$ cat src/cdq_pkg.sv
// ============================================================================
// cdq_pkg
// Shared opcodes, status codes and the decoded command type of the deque.
// ============================================================================
package cdq_pkg;

    localparam logic [1:0] OP_PUSH_FRONT = 2'd0;
    localparam logic [1:0] OP_PUSH_REAR  = 2'd1;
    localparam logic [1:0] OP_POP_FRONT  = 2'd2;
    localparam logic [1:0] OP_POP_REAR   = 2'd3;

    localparam logic [1:0] ST_DONE  = 2'd0;
    localparam logic [1:0] ST_FULL  = 2'd1;
    localparam logic [1:0] ST_EMPTY = 2'd2;

    // Entries in the command queue between front and engine
    localparam int CMDQ_DEPTH = 2;

    typedef struct packed {
        logic               is_pop;
        logic               at_rear;
        logic signed [31:0] value;
    } cmd_t;

endpackage

$ cat src/cdq_front.sv
// ============================================================================
// cdq_front
// Accept requests, decode the opcode and hold them in a two-entry queue.
// ============================================================================
module cdq_front (
    input  logic                 clk,
    input  logic                 rst_n,
    input  logic                 push,
    output logic                 full,
    input  logic [1:0]           opcode,
    input  logic signed [31:0]   push_value,
    output logic                 cmd_valid,
    output cdq_pkg::cmd_t        cmd,
    input  logic                 cmd_take
);

    cdq_pkg::cmd_t q_reg [cdq_pkg::CMDQ_DEPTH];
    logic          wr_ptr_reg, wr_ptr_next;
    logic          rd_ptr_reg, rd_ptr_next;
    logic [1:0]    cnt_reg, cnt_next;
    logic          wr_en;
    logic          rd_en;
    cdq_pkg::cmd_t dec;

    assign full      = (cnt_reg == 2'(cdq_pkg::CMDQ_DEPTH));
    assign cmd_valid = (cnt_reg != 2'd0);
    assign cmd       = q_reg[rd_ptr_reg];
    assign wr_en     = push && !full;
    assign rd_en     = cmd_take && cmd_valid;

    // Classify the request
    always_comb
    begin
        dec.is_pop  = (opcode == cdq_pkg::OP_POP_FRONT) || (opcode == cdq_pkg::OP_POP_REAR);
        dec.at_rear = (opcode == cdq_pkg::OP_PUSH_REAR) || (opcode == cdq_pkg::OP_POP_REAR);
        dec.value   = push_value;
    end

    always_comb
    begin
        wr_ptr_next = wr_en ? ~wr_ptr_reg : wr_ptr_reg;
        rd_ptr_next = rd_en ? ~rd_ptr_reg : rd_ptr_reg;
        cnt_next    = cnt_reg;
        if (wr_en && !rd_en)
        begin
            cnt_next = cnt_reg + 2'd1;
        end
        else if (rd_en && !wr_en)
        begin
            cnt_next = cnt_reg - 2'd1;
        end
    end

    always_ff @(posedge clk or negedge rst_n)
    begin
        if (!rst_n)
        begin
            wr_ptr_reg <= 1'b0;
            rd_ptr_reg <= 1'b0;
            cnt_reg    <= 2'd0;
        end
        else
        begin
            wr_ptr_reg <= wr_ptr_next;
            rd_ptr_reg <= rd_ptr_next;
            cnt_reg    <= cnt_next;
        end
    end

    always_ff @(posedge clk)
    begin
        if (wr_en)
        begin
            q_reg[wr_ptr_reg] <= dec;
        end
    end

endmodule

$ cat src/cdq_engine.sv
// ============================================================================
// cdq_engine
// Execute deque commands against the circular store and register results.
// ============================================================================
module cdq_engine #(
    parameter int DEPTH = 16
) (
    input  logic                 clk,
    input  logic                 rst_n,
    input  logic                 cmd_valid,
    input  cdq_pkg::cmd_t        cmd,
    output logic                 cmd_take,
    output logic                 empty,
    input  logic                 pop,
    output logic signed [31:0]   pop_value,
    output logic [1:0]           status,
    output logic [4:0]           occupancy
);

    localparam int AW = (DEPTH > 1) ? $clog2(DEPTH) : 1;
    localparam int CW = $clog2(DEPTH + 1);

    logic signed [31:0] mem [DEPTH];
    logic signed [31:0] rd_data_reg;

    logic [AW-1:0] head_reg, head_next;
    logic [AW-1:0] tail_reg, tail_next;
    logic [CW-1:0] count_reg, count_next;
    logic          rd_pend_reg, rd_pend_next;
    logic          res_valid_reg, res_valid_next;
    logic signed [31:0] res_value_reg;
    logic [1:0]    res_status_reg;
    logic [4:0]    res_occ_reg;

    logic          out_pop;
    logic          issue;
    logic          is_full;
    logic          is_empty;
    logic          mem_we;
    logic          mem_re;
    logic [AW-1:0] mem_addr;
    logic [AW-1:0] head_inc, head_dec, tail_inc, tail_dec;
    logic          load_status;
    logic [1:0]    status_new;
    logic [CW-1:0] occ_new;
    logic          direct_done;

    assign empty     = !res_valid_reg;
    assign pop_value = res_value_reg;
    assign status    = res_status_reg;
    assign occupancy = res_occ_reg;

    assign out_pop  = pop && res_valid_reg;
    assign issue    = cmd_valid && !rd_pend_reg && (!res_valid_reg || out_pop);
    assign cmd_take = issue;
    assign is_full  = (count_reg == CW'(DEPTH));
    assign is_empty = (count_reg == '0);

    assign head_inc = (head_reg == AW'(DEPTH - 1)) ? '0 : head_reg + AW'(1);
    assign head_dec = (head_reg == '0) ? AW'(DEPTH - 1) : head_reg - AW'(1);
    assign tail_inc = (tail_reg == AW'(DEPTH - 1)) ? '0 : tail_reg + AW'(1);
    assign tail_dec = (tail_reg == '0) ? AW'(DEPTH - 1) : tail_reg - AW'(1);

    always_comb
    begin
        head_next    = head_reg;
        tail_next    = tail_reg;
        count_next   = count_reg;
        mem_we       = 1'b0;
        mem_re       = 1'b0;
        mem_addr     = head_reg;
        load_status  = 1'b0;
        status_new   = cdq_pkg::ST_DONE;
        occ_new      = count_reg;
        direct_done  = 1'b0;
        rd_pend_next = 1'b0;

        if (issue)
        begin
            load_status = 1'b1;
            if (!cmd.is_pop)
            begin
                direct_done = 1'b1;
                if (is_full)
                begin
                    status_new = cdq_pkg::ST_FULL;
                end
                else
                begin
                    mem_we     = 1'b1;
                    count_next = count_reg + CW'(1);
                    occ_new    = count_next;
                    if (cmd.at_rear)
                    begin
                        mem_addr  = tail_reg;
                        tail_next = tail_inc;
                    end
                    else
                    begin
                        mem_addr  = head_dec;
                        head_next = head_dec;
                    end
                end
            end
            else if (is_empty)
            begin
                direct_done = 1'b1;
                status_new  = cdq_pkg::ST_EMPTY;
            end
            else
            begin
                mem_re       = 1'b1;
                rd_pend_next = 1'b1;
                count_next   = count_reg - CW'(1);
                occ_new      = count_next;
                if (cmd.at_rear)
                begin
                    mem_addr  = tail_dec;
                    tail_next = tail_dec;
                end
                else
                begin
                    mem_addr  = head_reg;
                    head_next = head_inc;
                end
            end
        end

        res_valid_next = res_valid_reg;
        if (out_pop)
        begin
            res_valid_next = 1'b0;
        end
        if (direct_done || rd_pend_reg)
        begin
            res_valid_next = 1'b1;
        end
    end

    always_ff @(posedge clk or negedge rst_n)
    begin
        if (!rst_n)
        begin
            head_reg      <= '0;
            tail_reg      <= '0;
            count_reg     <= '0;
            rd_pend_reg   <= 1'b0;
            res_valid_reg <= 1'b0;
        end
        else
        begin
            head_reg      <= head_next;
            tail_reg      <= tail_next;
            count_reg     <= count_next;
            rd_pend_reg   <= rd_pend_next;
            res_valid_reg <= res_valid_next;
        end
    end

    // Store: one port, registered read
    always_ff @(posedge clk)
    begin
        if (mem_we)
        begin
            mem[mem_addr] <= cmd.value;
        end
        if (mem_re)
        begin
            rd_data_reg <= mem[mem_addr];
        end
    end

    // Result payload: status and occupancy at issue, value when known
    always_ff @(posedge clk)
    begin
        if (load_status)
        begin
            res_status_reg <= status_new;
            res_occ_reg    <= 5'(occ_new);
        end
        if (direct_done)
        begin
            res_value_reg <= '0;
        end
        else if (rd_pend_reg)
        begin
            res_value_reg <= rd_data_reg;
        end
    end

    a_count_bound: assert property (@(posedge clk) disable iff (!rst_n)
        count_reg <= CW'(DEPTH))
        else $error("element count above depth");

    a_pend_slot_free: assert property (@(posedge clk) disable iff (!rst_n)
        rd_pend_reg |-> !res_valid_reg)
        else $error("read pending while result slot occupied");

    a_ptr_match: assert property (@(posedge clk) disable iff (!rst_n)
        (count_reg == '0 || count_reg == CW'(DEPTH)) |-> (head_reg == tail_reg))
        else $error("pointers disagree with count");

    a_take_result: assert property (@(posedge clk) disable iff (!rst_n)
        cmd_take |=> (rd_pend_reg || res_valid_reg))
        else $error("taken command produced no result");

endmodule

$ cat src/circular_deque.sv
// ============================================================================
// circular_deque
// Double-ended queue of signed 32-bit values in a circular store.
// ============================================================================
// Order: requests wait in the command queue; a push or a refused request
//   then fills the result slot; a successful pop goes via the registered read.
// Throughput: pushes and refused requests run at 1 per cycle while results
//   are popped; no command issues while a pop's store read is pending.
// Reset: rst_n clears pointers, element count, command queue and result slot;
//   store contents are left as they are and are only read after a push.
module circular_deque #(
    parameter int DEPTH = 16
) (
    input  logic                 clk,
    input  logic                 rst_n,
    // Request side
    input  logic                 push,
    output logic                 full,
    input  logic [1:0]           opcode,
    input  logic signed [31:0]   push_value,
    // Result side
    output logic                 empty,
    input  logic                 pop,
    output logic signed [31:0]   pop_value,
    output logic [1:0]           status,
    output logic [4:0]           occupancy
);

    // Decoded command passing from the front queue to the engine
    logic          cmd_valid;
    logic          cmd_take;
    cdq_pkg::cmd_t cmd;

    // Front: accept each request, decode it, and hold it in a small queue so
    // that request acceptance waits on the engine only when the queue is full.
    cdq_front u_front (
        .clk        (clk),
        .rst_n      (rst_n),
        .push       (push),
        .full       (full),
        .opcode     (opcode),
        .push_value (push_value),
        .cmd_valid  (cmd_valid),
        .cmd        (cmd),
        .cmd_take   (cmd_take)
    );

    // Back: advance the head or tail pointer, make at most one store access, and
    // hold the result in a one-entry output slot until it is popped.
    cdq_engine #(
        .DEPTH (DEPTH)
    ) u_engine (
        .clk       (clk),
        .rst_n     (rst_n),
        .cmd_valid (cmd_valid),
        .cmd       (cmd),
        .cmd_take  (cmd_take),
        .empty     (empty),
        .pop       (pop),
        .pop_value (pop_value),
        .status    (status),
        .occupancy (occupancy)
    );

endmodule

$ cat config.mk
export PLATFORM = sky130hd
export DESIGN_NAME = circular_deque
export DESIGN_NICKNAME = d
export VERILOG_FILES = /design/src/cdq_pkg.sv /design/src/cdq_front.sv /design/src/cdq_engine.sv /design/src/circular_deque.sv
export SDC_FILE = /design/constraint.sdc
export NUM_CORES = 1
export LEC_CHECK = 0
export BUFFER_PORTS_ARGS = -buffer_cell sky130_fd_sc_hd__buf_2
export CAP_MARGIN = 20
export CORE_ASPECT_RATIO = 1.2
export CORE_MARGIN = 3
export CORE_UTILIZATION = 56
export CTS_BUF_LIST = sky130_fd_sc_hd__clkbuf_16
export DETAILED_ROUTE_END_ITERATION = 8
export GPL_TIMING_DRIVEN = 0
export PLACE_DENSITY = 0.76
export SLEW_MARGIN = 5
export SYNTH_ARGS = -nofsm -noshare
export SYNTH_HDL_FRONTEND = slang
export SYNTH_SLANG_ARGS = --single-unit
export TNS_END_PERCENT = 5
$ cat constraint.sdc
create_clock -name clk -period 3.9 [get_ports clk]
set_input_delay 0.585 -clock clk [delete_from_list [all_inputs] [get_ports clk]]
set_output_delay 0.585 -clock clk [all_outputs]
set_load 0.005 [all_outputs]
==> summary.md, run 1 <==
| Metric | Value |
|---|---|
| Area share of fa/ha/maj cells after synthesis | `0.388%` |
| DRT Wirelength | `59000 um` |
| Critical path capture point type | `flip-flop` |
| Drt initial violations | `1334` |
| Overall global routing resource usage | `23.9%` |
| Number of maximum-capacitance violations | `0` |
| Avg Cell Area, Syn | `approximately 18 um^2` |
| Commonest non-fill, non-tap cell in the layout | `edfxtp_1` |
| Setup repair after global routing missed its margin | `true` |
| Routed length per placed instance | `26.0 um` |
| Maximum number of pins on one net before global-route repair | `24` |
| Summed instance area of the synthesized netlist | `25800 um^2` |
| Post-synth ARST share | `2.84%` |
| Core Footprint | `roughly 45000 um^2` |
| CTS Root Cell | `clkbuf_16` |
| Reported net switching power | `9.65 mW` |
| Most common flop cell mapped by yosys | `edfxtp_1` |
| Worst clock skew on the final layout | `22.5 ps` |
| Yosys Warn Count | `0` |
| Comb power frac | `40.0%` |
| Xor/xnor cell area share of the yosys netlist | `0.407%` |
| FILL cells | `around 3000` |
| Commonest cells after routing, fill and taps aside | `619 x edfxtp_1, 291 x mux2i_1, 99 x o22ai_1` |
| R2R cell count | `12` |
| Register clock-pin slew on the reported worst setup and hold paths | `70 ps` |
| Worst r2r dst | `u_engine.rd_data_reg[27]` |
| Largest driver fanout on the critical path | `16` |
| Clk_lat worst skew | `620 ps` |
| Hold Startpoint | `push_value[8]` |
| Final worst path period share | `99.7%` |
| Net switching fraction of the power | `a little over a third` |
| Internal power component | `between 15 and 20 mW` |
| Slew @ Worst Pin | `about 1000 ps` |
| Number of nets in the synthesized netlist | `1492` |
| Initial cell density of the core | `57.1%` |
| Sequential share of the synthesized area | `~76%` |
| Antenna cell count | `0` |
| Number of levels the H-tree was split into | `2` |
| Maximum clock rate | `257 MHz` |
| Post-detail-place hpwl | `36700 um` |
| Synth Area in Compound Gates | `4.82%` |
| Post-synthesis register bit count | `670` |
| Core Rows | `85` |
| Detailed-route vias per instance | `~6.2` |
| Final Hold Viols | `0` |
| Vias | `approximately 14000` |
| Portion of total power attributed to the clock network | `21.5%` |
| Critical setup path kind | `reg -> reg` |
| Antenna violations before repair | `1` |
| P per Cell Area | `roughly 900 nW/um^2` |
| Number of clock buffers inserted by TritonCTS | `just under 60` |
| Number of buffers on the longest clock path | `3` |
| Cell Area, Placed | `27600 um^2` |
| Vertical die dimension | `241 um` |
| Top-level I/O count | `79` |
| Synthesis-to-layout area growth | `15.1%` |
| Required time worst endpoint | `4230 ps` |
| Crit path DAT | `4220 ps` |
| Worst relative slew slack | `31.4%` |
| Startpoint type of the worst setup path | `flip-flop` |
| Final count of pins violating max slew | `0` |
| Hold Path Class | `in -> reg` |
| Pre-Repair DR Iteration Count | `5` |
| Final setup viols | `0` |
| Crit path time final | `between 3000 and 4000 ps` |
| Worst VDD drop | `562 uV` |
| Synthesized instance count | `around 1400` |
| Post-layout worst setup margin | `10.1 ps` |
| Static Leakage | `approximately 11 nW` |
| Post-route antenna net violation count | `0` |
| Basic-gate share of the synthesized area counting and, or, nand and nor cells | `3.13%` |
| Pre-CTS worst setup slack | `-431 ps` |
| Slack of the worst reg-to-reg path | `10 ps` |
| Count of input and output buffers | `76` |
| Net count of the finished layout | `1658` |
| Mux contribution to synthesized area | `12.8%` |
| Fraction of final layout cells sized beyond drive strength 1 | `18.8%` |
| Flip-flop count of the largest register after layout | `512` |
| Number of global-route vias before repair | `between 10000 and 15000` |
| Overall overflow remaining after global route | `0` |
| Distinct cells, synth | `52` |
| Largest family of logic cells by synthesized area | `multiplexers` |
| Worst setup path endpoint | `u_engine.rd_data_reg[27]` |
| Number of remaining DRC errors | `0` |
| TritonCTS clock tree | `built` |
| Die span in x | `202 um` |
| Critical path startpoint | `u_engine.rd_pend_reg` |
| Routability-driven placement congestion ratio | `0.845` |
| Clock tree sinks | `670` |
| Relative contribution of sequential cells to total power | `38.5%` |
| Reg-to-reg startpoint | `u_engine.rd_pend_reg` |
| Count of flip-flops with a built-in enable after synthesis | `619` |
| Global-route wire length before repair | `about 87000 um` |
| Post-Layout Inst Area | `29700 um^2` |
| Die Footprint | `48700 um^2` |
| Run status | `finished clean` |
-- worst max-delay path: stages (launching register included) --
cell and delay [ps]:
dfrtp_1 360, clkbuf_2 230, inv_1 150, and3_1 160, clkbuf_1 230, buf_2 380
nand4_1 190, and4_1 270, clkbuf_1 190, nand2_2 320, buf_2 390, o32ai_1 170
or4_1 540
-- Yosys cell counts, types with 8 or more instances --
cell	n	area share [%]
nand2_1	22	0.32
o21ai_0	18	0.35
or4_1	32	0.93
mux2_2	34	1.5
dfrtp_1	19	1.8
buf_2	14	0.27
a21oi_1	8	0.16
nor2_1	59	0.86
buf_6	17	0.74
ha_1	8	0.39
edfxtp_1	619	72
o22ai_1	99	2.4
o32ai_1	32	1.1
mux2i_1	292	11
clkbuf_1	40	0.58
inv_1	15	0.22
dfxtp_1	32	2.5
xnor2_1	8	0.27
nand3_1	9	0.17
-- per-stage QoR --
stage               utilization (%)  setup TNS (ps)  power [mW]  hold WS, ps  std cells
floorplan                         -           -9170        17.2          289       1446
global placement               59.6         -963620        20.2          462       2131
detailed placement             61.0          -86230        20.8          473       2150
CTS                            65.5               0        26.6          119       2266
global route                   65.7           -1060        27.8          120       2270
finish                         65.7               0        26.7          146       2270
-- routing by layer --
layer / vias to the layer above / GRT usage [%] / part of all wire [%]
met4: 0 / 7.93 / 3.1
met5: - / 0 / 0
met3: 140 / 3.91 / 8.5
li1: 6123 / - / -
met2: 744 / 40.9 / 50
met1: 7064 / 31.6 / 38
-- power groups by stage --
stage | combinational [mW] | sequential (mW) | clock [mW]
2_1_floorplan | 6.82 | 10.3 | 0
3_3_place_gp | 9.75 | 10.4 | 0
3_5_place_dp | 10.4 | 10.4 | 0
4_1_cts | 10.6 | 10.3 | 5.81
5_1_grt | 11.3 | 10.4 | 6.10
6_report | 10.7 | 10.3 | 5.75
-- logic make-up after synthesis --
| family | count (synthesis) |
|---|---|
| AO/OA/AOI/OAI | 183 |
| XOR/XNOR | 12 |
| adder cells (fa/ha/maj) | 8 |
| buffers and inverters | 96 |
| flip-flops | 670 |
| multiplexers | 326 |
| AND/OR/NAND/NOR | 151 |
-- area by class of cell --
| cell class | instances | area (um^2) | area share [%] |
|---|---|---|---|
| Clock inverter | 51 | 429 | 1.45 |
| Buffer | 80 | 513 | 1.73 |
| Multi-Input combinational cell | 682 | 5760 | 19.4 |
| Inverter | 15 | 56.3 | 0.190 |
| Sequential cell | 670 | 19700 | 66.4 |
| Clock buffer | 59 | 1480 | 4.97 |
| Tap cell | 609 | 762 | 2.57 |
| Timing Repair Buffer | 104 | 986 | 3.32 |
-- worst min path at each step --
stage	depth (start not counted)	slack [ps]	end
final	1	150	u_front.q_reg[1][8]
after detailed placement	2	470	u_engine.pop_value[10]
after global routing	1	120	u_front.q_reg[1][6]
after CTS	1	120	u_front.q_reg[1][6]
after floorplan	0	290	u_engine.count_reg[0]
after global placement	2	460	u_engine.pop_value[31]
-- repair_timing --
item                                    4_1_cts  5_1_grt
hold endpoints to repair                     19        0
gates resized for setup                      24       31
setup buffers                                 5        3
pin swaps                                     5        5
endpoints found under the setup margin      367      204
gates cloned                                  0        2
hold buffers                                  1        0
Power figures use the tool's default switching activity.
==> run 2, diff against run 1 <==
--- a/config.mk
+++ b/config.mk
@@ -9,11 +9,11 @@
 export CAP_MARGIN = 20
 export CORE_ASPECT_RATIO = 1.2
 export CORE_MARGIN = 3
-export CORE_UTILIZATION = 56
+export CORE_UTILIZATION = 55
 export CTS_BUF_LIST = sky130_fd_sc_hd__clkbuf_16
 export DETAILED_ROUTE_END_ITERATION = 8
 export GPL_TIMING_DRIVEN = 0
-export PLACE_DENSITY = 0.76
+export PLACE_DENSITY = 0.75
 export SLEW_MARGIN = 5
 export SYNTH_ARGS = -nofsm -noshare
 export SYNTH_HDL_FRONTEND = slang
==> run 2 against run 1 <==
Compared with the run above:
- critical path type unchanged
- non-clock buffer count is 2 higher
- critical path depth is 4 lower
- highest routed layer unchanged
- combinational power hardly changed
- worst setup slack worse by 96 ps
- the run now ends with setup timing left
- hold slack better by 14 ps
- die area is 1.8% higher
- count of clock-buffer cells in the layout is 2 higher
- global-route usage is 0.24 points lower
- sequential share of layout area is 0.17 points lower
==> summary.md, run 2 (synthesis results as in run 1) <==
| Metric | Value |
|---|---|
| Overall global routing resource usage | `about a quarter` |
| Hold Worst Slack | `160 ps` |
| Core Footprint | `46200 um^2` |
| Pre-Repair DR Iteration Count | `6` |
| Drt initial violations | `1450` |
| DRT Wirelength | `59000 um` |
| Setup repair after global routing missed its margin | `true` |
| Crit path DAT | `about 4300 ps` |
| Pwr Total | `26.8 mW` |
| Worst relative slew slack | `36.1%` |
| Fraction of final layout cells sized beyond drive strength 1 | `20.0%` |
| Post-detail-place hpwl | `37400 um` |
| Maximum clock rate | `approximately 250 MHz` |
| Vertical die dimension | `243 um` |
| Detailed-route vias per instance | `6.18` |
| Max Used Layer | `met4` |
| Die Footprint | `49500 um^2` |
| Die span in x | `204 um` |
| Post-route core utilization | `64.5%` |
| Core Rows | `86` |
| Global-route wire length before repair | `a little under 90000 um` |
| Slew @ Worst Pin | `959 ps` |
| Startpoint type of the worst setup path | `flip-flop` |
| TritonCTS clock tree | `built` |
| Slack of the worst reg-to-reg path | `-90 ps` |
| Crit path time final | `about 4000 ps` |
| Number of non-filler instances in the completed layout | `2285` |
| Clk_lat worst skew | `approximately 600 ps` |
| Count of input and output buffers | `76` |
| Final Hold Viols | `0` |
| Final setup viols | `43` |
| Top-level I/O count | `79` |
| Number of clock buffers inserted by TritonCTS | `61` |
| Critical path capture point type | `flip-flop` |
| Post-layout worst setup margin | `-85.6 ps` |
| Worst clock skew on the final layout | `approximately 10 ps` |
| Register clock-pin slew on the reported worst setup and hold paths | `around 60 ps` |
| WL met2 | `29500 um` |
| Flip-flop count of the largest register after layout | `512` |
| Post-Place Cells | `2158` |
| Antenna violations before repair | `0` |
| Routability-driven placement congestion ratio | `around 0.82` |
| Number of buffers on the longest clock path | `3` |
| Total length of routed met3 wires | `around 4500 um` |
| Antenna cell count | `0` |
| Critical setup path kind | `reg -> reg` |
| Static Leakage | `10.7 nW` |
| Number of global-route vias before repair | `14300` |
| Final worst path period share | `102%` |
| Worst VDD drop | `507 uV` |
| Required time worst endpoint | `4190 ps` |
| Final count of pins violating max slew | `0` |
| Hold Path Class | `in -> reg` |
| Post-route antenna net violation count | `0` |
| Net count of the finished layout | `1662` |
| Number of levels the H-tree was split into | `2` |
| Vias | `14100` |
| Number of maximum-capacitance violations | `0` |
| DRT met1 WL | `22500 um` |
| Synthesis-to-layout area growth | `15.4%` |
| Number of remaining DRC errors | `0` |
| Run status | `finished with violations` |
| Commonest non-fill, non-tap cell in the layout | `edfxtp_1` |
| Commonest cells after routing, fill and taps aside | `619 x edfxtp_1, 290 x mux2i_1, 99 x o22ai_1` |
| Overall overflow remaining after global route | `0` |
| Initial cell density of the core | `between 50 and 60%` |
| Largest driver fanout on the critical path | `21` |
| CTS Root Cell | `clkbuf_16` |
| Routed length per placed instance | `~26 um` |
| Clock tree sinks | `670` |
| P per Cell Area | `between 900 and 1000 nW/um^2` |
| Violated checks | `setup timing` |
| Maximum number of pins on one net before global-route repair | `27` |
run 2: cell types whose count changed in the layout (fill, tap and decap cells not counted), moves of 3 or more:
cell,delta
buf_2,-3
inv_1,-3
bufinv_16,-4
clkbuf_2,+4
clkinv_2,+8
clkinv_4,+3
run 2: repair_timing:
| item | in CTS | in global routing |
|---|---|---|
| resized for setup | 29 | 27 |
| hold buffers | 1 | 0 |
| pin swaps | 7 | 5 |
| endpoints found under the setup margin | 378 | 175 |
| gates cloned | 1 | 1 |
| buffers inserted | 6 | 2 |
| endpoints found under the hold margin | 19 | 0 |
run 2: metrics by stage:
step | setup TNS [ps] | instance area (um^2) | setup slack (ps)
floorplan | -9170 | 25800 | -36.0
global placement | -997910 | 26900 | -2190
detailed placement | -103940 | 27600 | -509
CTS | -1200 | 29700 | -98.1
global route | -6370 | 29800 | -148
finish | -2360 | 29800 | -85.6
run 2: final timing paths:
kind,startpoint,endpoint,cells after the start
setup / recovery,u_front.rd_ptr_reg,u_engine.mem[8][9],8
setup reg to reg,u_front.rd_ptr_reg,u_engine.mem[8][9],8
hold reg to reg,u_engine.rd_data_reg[5],u_engine.pop_value[5],2
max in group asynchronous,rst_n,u_engine.count_reg[1],2
min in group asynchronous,rst_n,u_engine.count_reg[0],2
hold / removal,push_value[0],u_front.q_reg[1][0],1
run 2: per-layer routing:
| layer | global-route usage, % | up-vias |
|---|---|---|
| li1 | - | 6136 |
| met3 | 4.16 | 186 |
| met4 | 10.4 | 0 |
| met2 | 39.4 | 719 |
| met1 | 30.6 | 7070 |
| met5 | 0 | - |
run 2: critical path, cell delays in order, from the launching register on:
cell	delay, ps
dfrtp_1	330
buf_4	290
mux2_2	420
nor2_4	220
o21ai_1	210
a221oi_2	510
nand4_1	640
nor2_4	710
buf_12	290
run 2: layout make-up:
class	instances	area, um^2
well taps	616	771
clock buffers	61	1530
repair buffers	105	1020
fillers	3082	16400
multi-input cells	682	5770
inverters	15	56.3
plain buffers	81	522
flip-flops and latches	670	19700
clock inverters	55	394
run 2: power by group:
part           switching, mW  internal, mW
Sequential             0.347          9.92
Combinational           6.87          4.00
Clock                   2.57          3.12
Total                   9.78          17.0
==> run 3, diff against run 2 <==
--- a/config.mk
+++ b/config.mk
@@ -18,4 +18,3 @@
 export SYNTH_ARGS = -nofsm -noshare
 export SYNTH_HDL_FRONTEND = slang
 export SYNTH_SLANG_ARGS = --single-unit
-export TNS_END_PERCENT = 5
==> run 3 against run 2 <==
Compared with the run above:
- the flow still finishes with violations (setup timing)
- core utilization grew 0.30 points
- critical path depth grew 2
- final cell count grew 0.26%
- sequential share of layout area shrank 0.32 points
- sequential power is essentially flat
- global-route usage grew 0.21 points
- non-clock buffer count grew 6
- via count grew 0.61%
- total power grew 0.38%
- largest power group unchanged
==> summary.md, run 3 (synthesis results as in run 1) <==
| Metric | Value |
|---|---|
| Maximum clock rate | `between 200 and 300 MHz` |
| Crit path time final | `roughly 4000 ps` |
| Worst VDD drop | `514 uV` |
| Run status | `finished with violations` |
| Pwr Total | `about 27 mW` |
| Post-route antenna net violation count | `0` |
| Crit-path slowest cell | `or4_1` |
| CP cell instances | `inv_1, ha_1, nor4b_2, nor3_1, o21ai_1, a22oi_1, nand3_1, clkbuf_2, o22ai_1, or4_1` |
| Final worst path period share | `100%` |
| Core Rows | `86` |
| P per Cell Area | `900 nW/um^2` |
| Antenna cell count | `0` |
| Post-layout worst setup margin | `-6.88 ps` |
| Initial cell density of the core | `55.9%` |
| Comb power frac | `40.7%` |
| Count of input and output buffers | `between 70 and 80` |
| Number of remaining DRC errors | `0` |
| Crit path DAT | `approximately 4200 ps` |
| Overall overflow remaining after global route | `0` |
| Detailed-route vias per instance | `roughly 6.2` |
| Combined buffer and inverter count along the critical path | `2` |
| Commonest non-fill, non-tap cell in the layout | `edfxtp_1` |
| Pre-Repair DR Iteration Count | `5` |
| Worst clock skew on the final layout | `roughly 15 ps` |
| Slew @ Worst Pin | `983 ps` |
| CTS Root Cell | `clkbuf_16` |
| Die Footprint | `49500 um^2` |
| Net count of the finished layout | `approximately 1700` |
| Post-route core utilization | `64.8%` |
| Final Hold Viols | `0` |
| Post-detail-place hpwl | `37400 um` |
| Die span in x | `204 um` |
| Required time worst endpoint | `4230 ps` |
| Number of cells on the critical path | `10` |
| Hold Worst Slack | `about 160 ps` |
| Routed length per placed instance | `26.1 um` |
| Top-level I/O count | `79` |
| Violated checks | `setup timing` |
| Vias | `~14000` |
| Dominant delay contributor by cell family on the critical path | `simple AND/OR/NAND/NOR gates` |
| Critical setup path kind | `reg -> reg` |
| Startpoint type of the worst setup path | `flip-flop` |
| Number of non-filler instances in the completed layout | `2291` |
| Post-Place Cells | `2158` |
| Hold Path Class | `in -> reg` |
| Maximum single-stage delay on the critical path | `600 ps` |
| Internal power component | `17.1 mW` |
| Relative contribution of sequential cells to total power | `38.2%` |
| Global-route wire length before repair | `88200 um` |
| Post-Layout Inst Area | `~30000 um^2` |
| Number of buffers on the longest clock path | `3` |
| Flip-flop count of the largest register after layout | `around 500` |
| Static Leakage | `10.8 nW` |
| Clk_lat worst skew | `610 ps` |
| Setup TNS | `-6.88 ps` |
| Commonest cells after routing, fill and taps aside | `619 x edfxtp_1, 290 x mux2i_1, 99 x o22ai_1` |
| Number of clock buffers inserted by TritonCTS | `61` |
| Worst hold stages | `1` |
| Final setup viols | `1` |
| Core Footprint | `46200 um^2` |
| Reported net switching power | `between 9 and 10 mW` |
| Worst relative slew slack | `34.4%` |
| Fraction of final layout cells sized beyond drive strength 1 | `20.0%` |
| Drt initial violations | `1568` |
| Cell Area, Placed | `roughly 28000 um^2` |
| Synthesis-to-layout area growth | `15.9%` |
| Net switching fraction of the power | `between 30% and 40%` |
| TritonCTS clock tree | `built` |
| DRT Wirelength | `about 60000 um` |
| Final count of pins violating max slew | `0` |
| Overall global routing resource usage | `23.8%` |
| Maximum number of pins on one net before global-route repair | `27` |
| Number of global-route vias before repair | `roughly 14000` |
| Critical path capture point type | `flip-flop` |
| Number of maximum-capacitance violations | `0` |
| Antenna violations before repair | `0` |
| Number of levels the H-tree was split into | `2` |
| Setup repair after global routing missed its margin | `true` |
| Pre-CTS worst setup slack | `-509 ps` |
| Vertical die dimension | `243 um` |
| Portion of total power attributed to the clock network | `between 20% and 30%` |
| Clock tree sinks | `670` |
| Largest driver fanout on the critical path | `10` |
| R2R cell count | `10` |
| Routability-driven placement congestion ratio | `0.821` |
| Register clock-pin slew on the reported worst setup and hold paths | `70 ps` |
run 3: cell types whose count changed in the layout (fill, tap and decap cells not counted), moves of 3 or more:
cell,previous run,this run
clkbuf_2,22,13
clkbuf_4,4,10
buf_12,11,16
nand3_1,9,5
nand3_2,0,4
buf_6,17,20
run 3: path summary, 6_finish.rpt:
kind | end | slack (ps) | from
min in group asynchronous | u_engine.count_reg[0] | 460 | rst_n
setup reg to reg | u_engine.rd_data_reg[14] | -7 | u_engine.count_reg[0]
setup / recovery | u_engine.rd_data_reg[14] | -7 | u_engine.count_reg[0]
hold reg to reg | u_engine.pop_value[5] | 480 | u_engine.rd_data_reg[5]
hold / removal | u_front.q_reg[0][11] | 160 | push_value[11]
max in group asynchronous | u_engine.head_reg[3] | 3110 | rst_n
run 3: layout make-up:
| cell class | count | area (um^2) |
|---|---|---|
| plain buffers | 80 | 544 |
| fillers | 3065 | 16300 |
| clock buffers | 61 | 1530 |
| inverters | 15 | 56.3 |
| well taps | 616 | 771 |
| multi-input cells | 682 | 5770 |
| repair buffers | 112 | 1130 |
| flip-flops and latches | 670 | 19700 |
| clock inverters | 55 | 394 |
run 3: what timing repair did:
action                     in CTS  in global routing
setup endpoints to repair     378                227
hold endpoints to repair       19                  0
hold buffers                    1                  0
cloned                          2                  0
pin swaps                       9                  5
gates resized for setup        32                 32
buffers inserted               11                  4
run 3: metal layers:
layer / track usage [%] / share of wire (%)
met4: 10.2 / 4.0
met5: 0 / 0
met1: 30.8 / 38
met2: 40.0 / 50
met3: 4.27 / 7.7
run 3: worst reg2reg max path, cell delays in order (launching register included):
cell and delay, ps:
dfrtp_1 430, inv_1 130, ha_1 240, nor4b_2 390, nor3_1 130, o21ai_1 430
a22oi_1 340, nand3_1 360, clkbuf_2 440, o22ai_1 140, or4_1 600
run 3: power groups by stage:
stage | Sequential (mW) | Combinational, mW | Clock, mW
6_report | 10.3 | 10.9 | 5.70
5_1_grt | 10.4 | 11.6 | 6.09
4_1_cts | 10.3 | 10.7 | 5.77
3_5_place_dp | 10.4 | 10.4 | 0
3_3_place_gp | 10.4 | 9.81 | 0
2_1_floorplan | 10.3 | 6.82 | 0
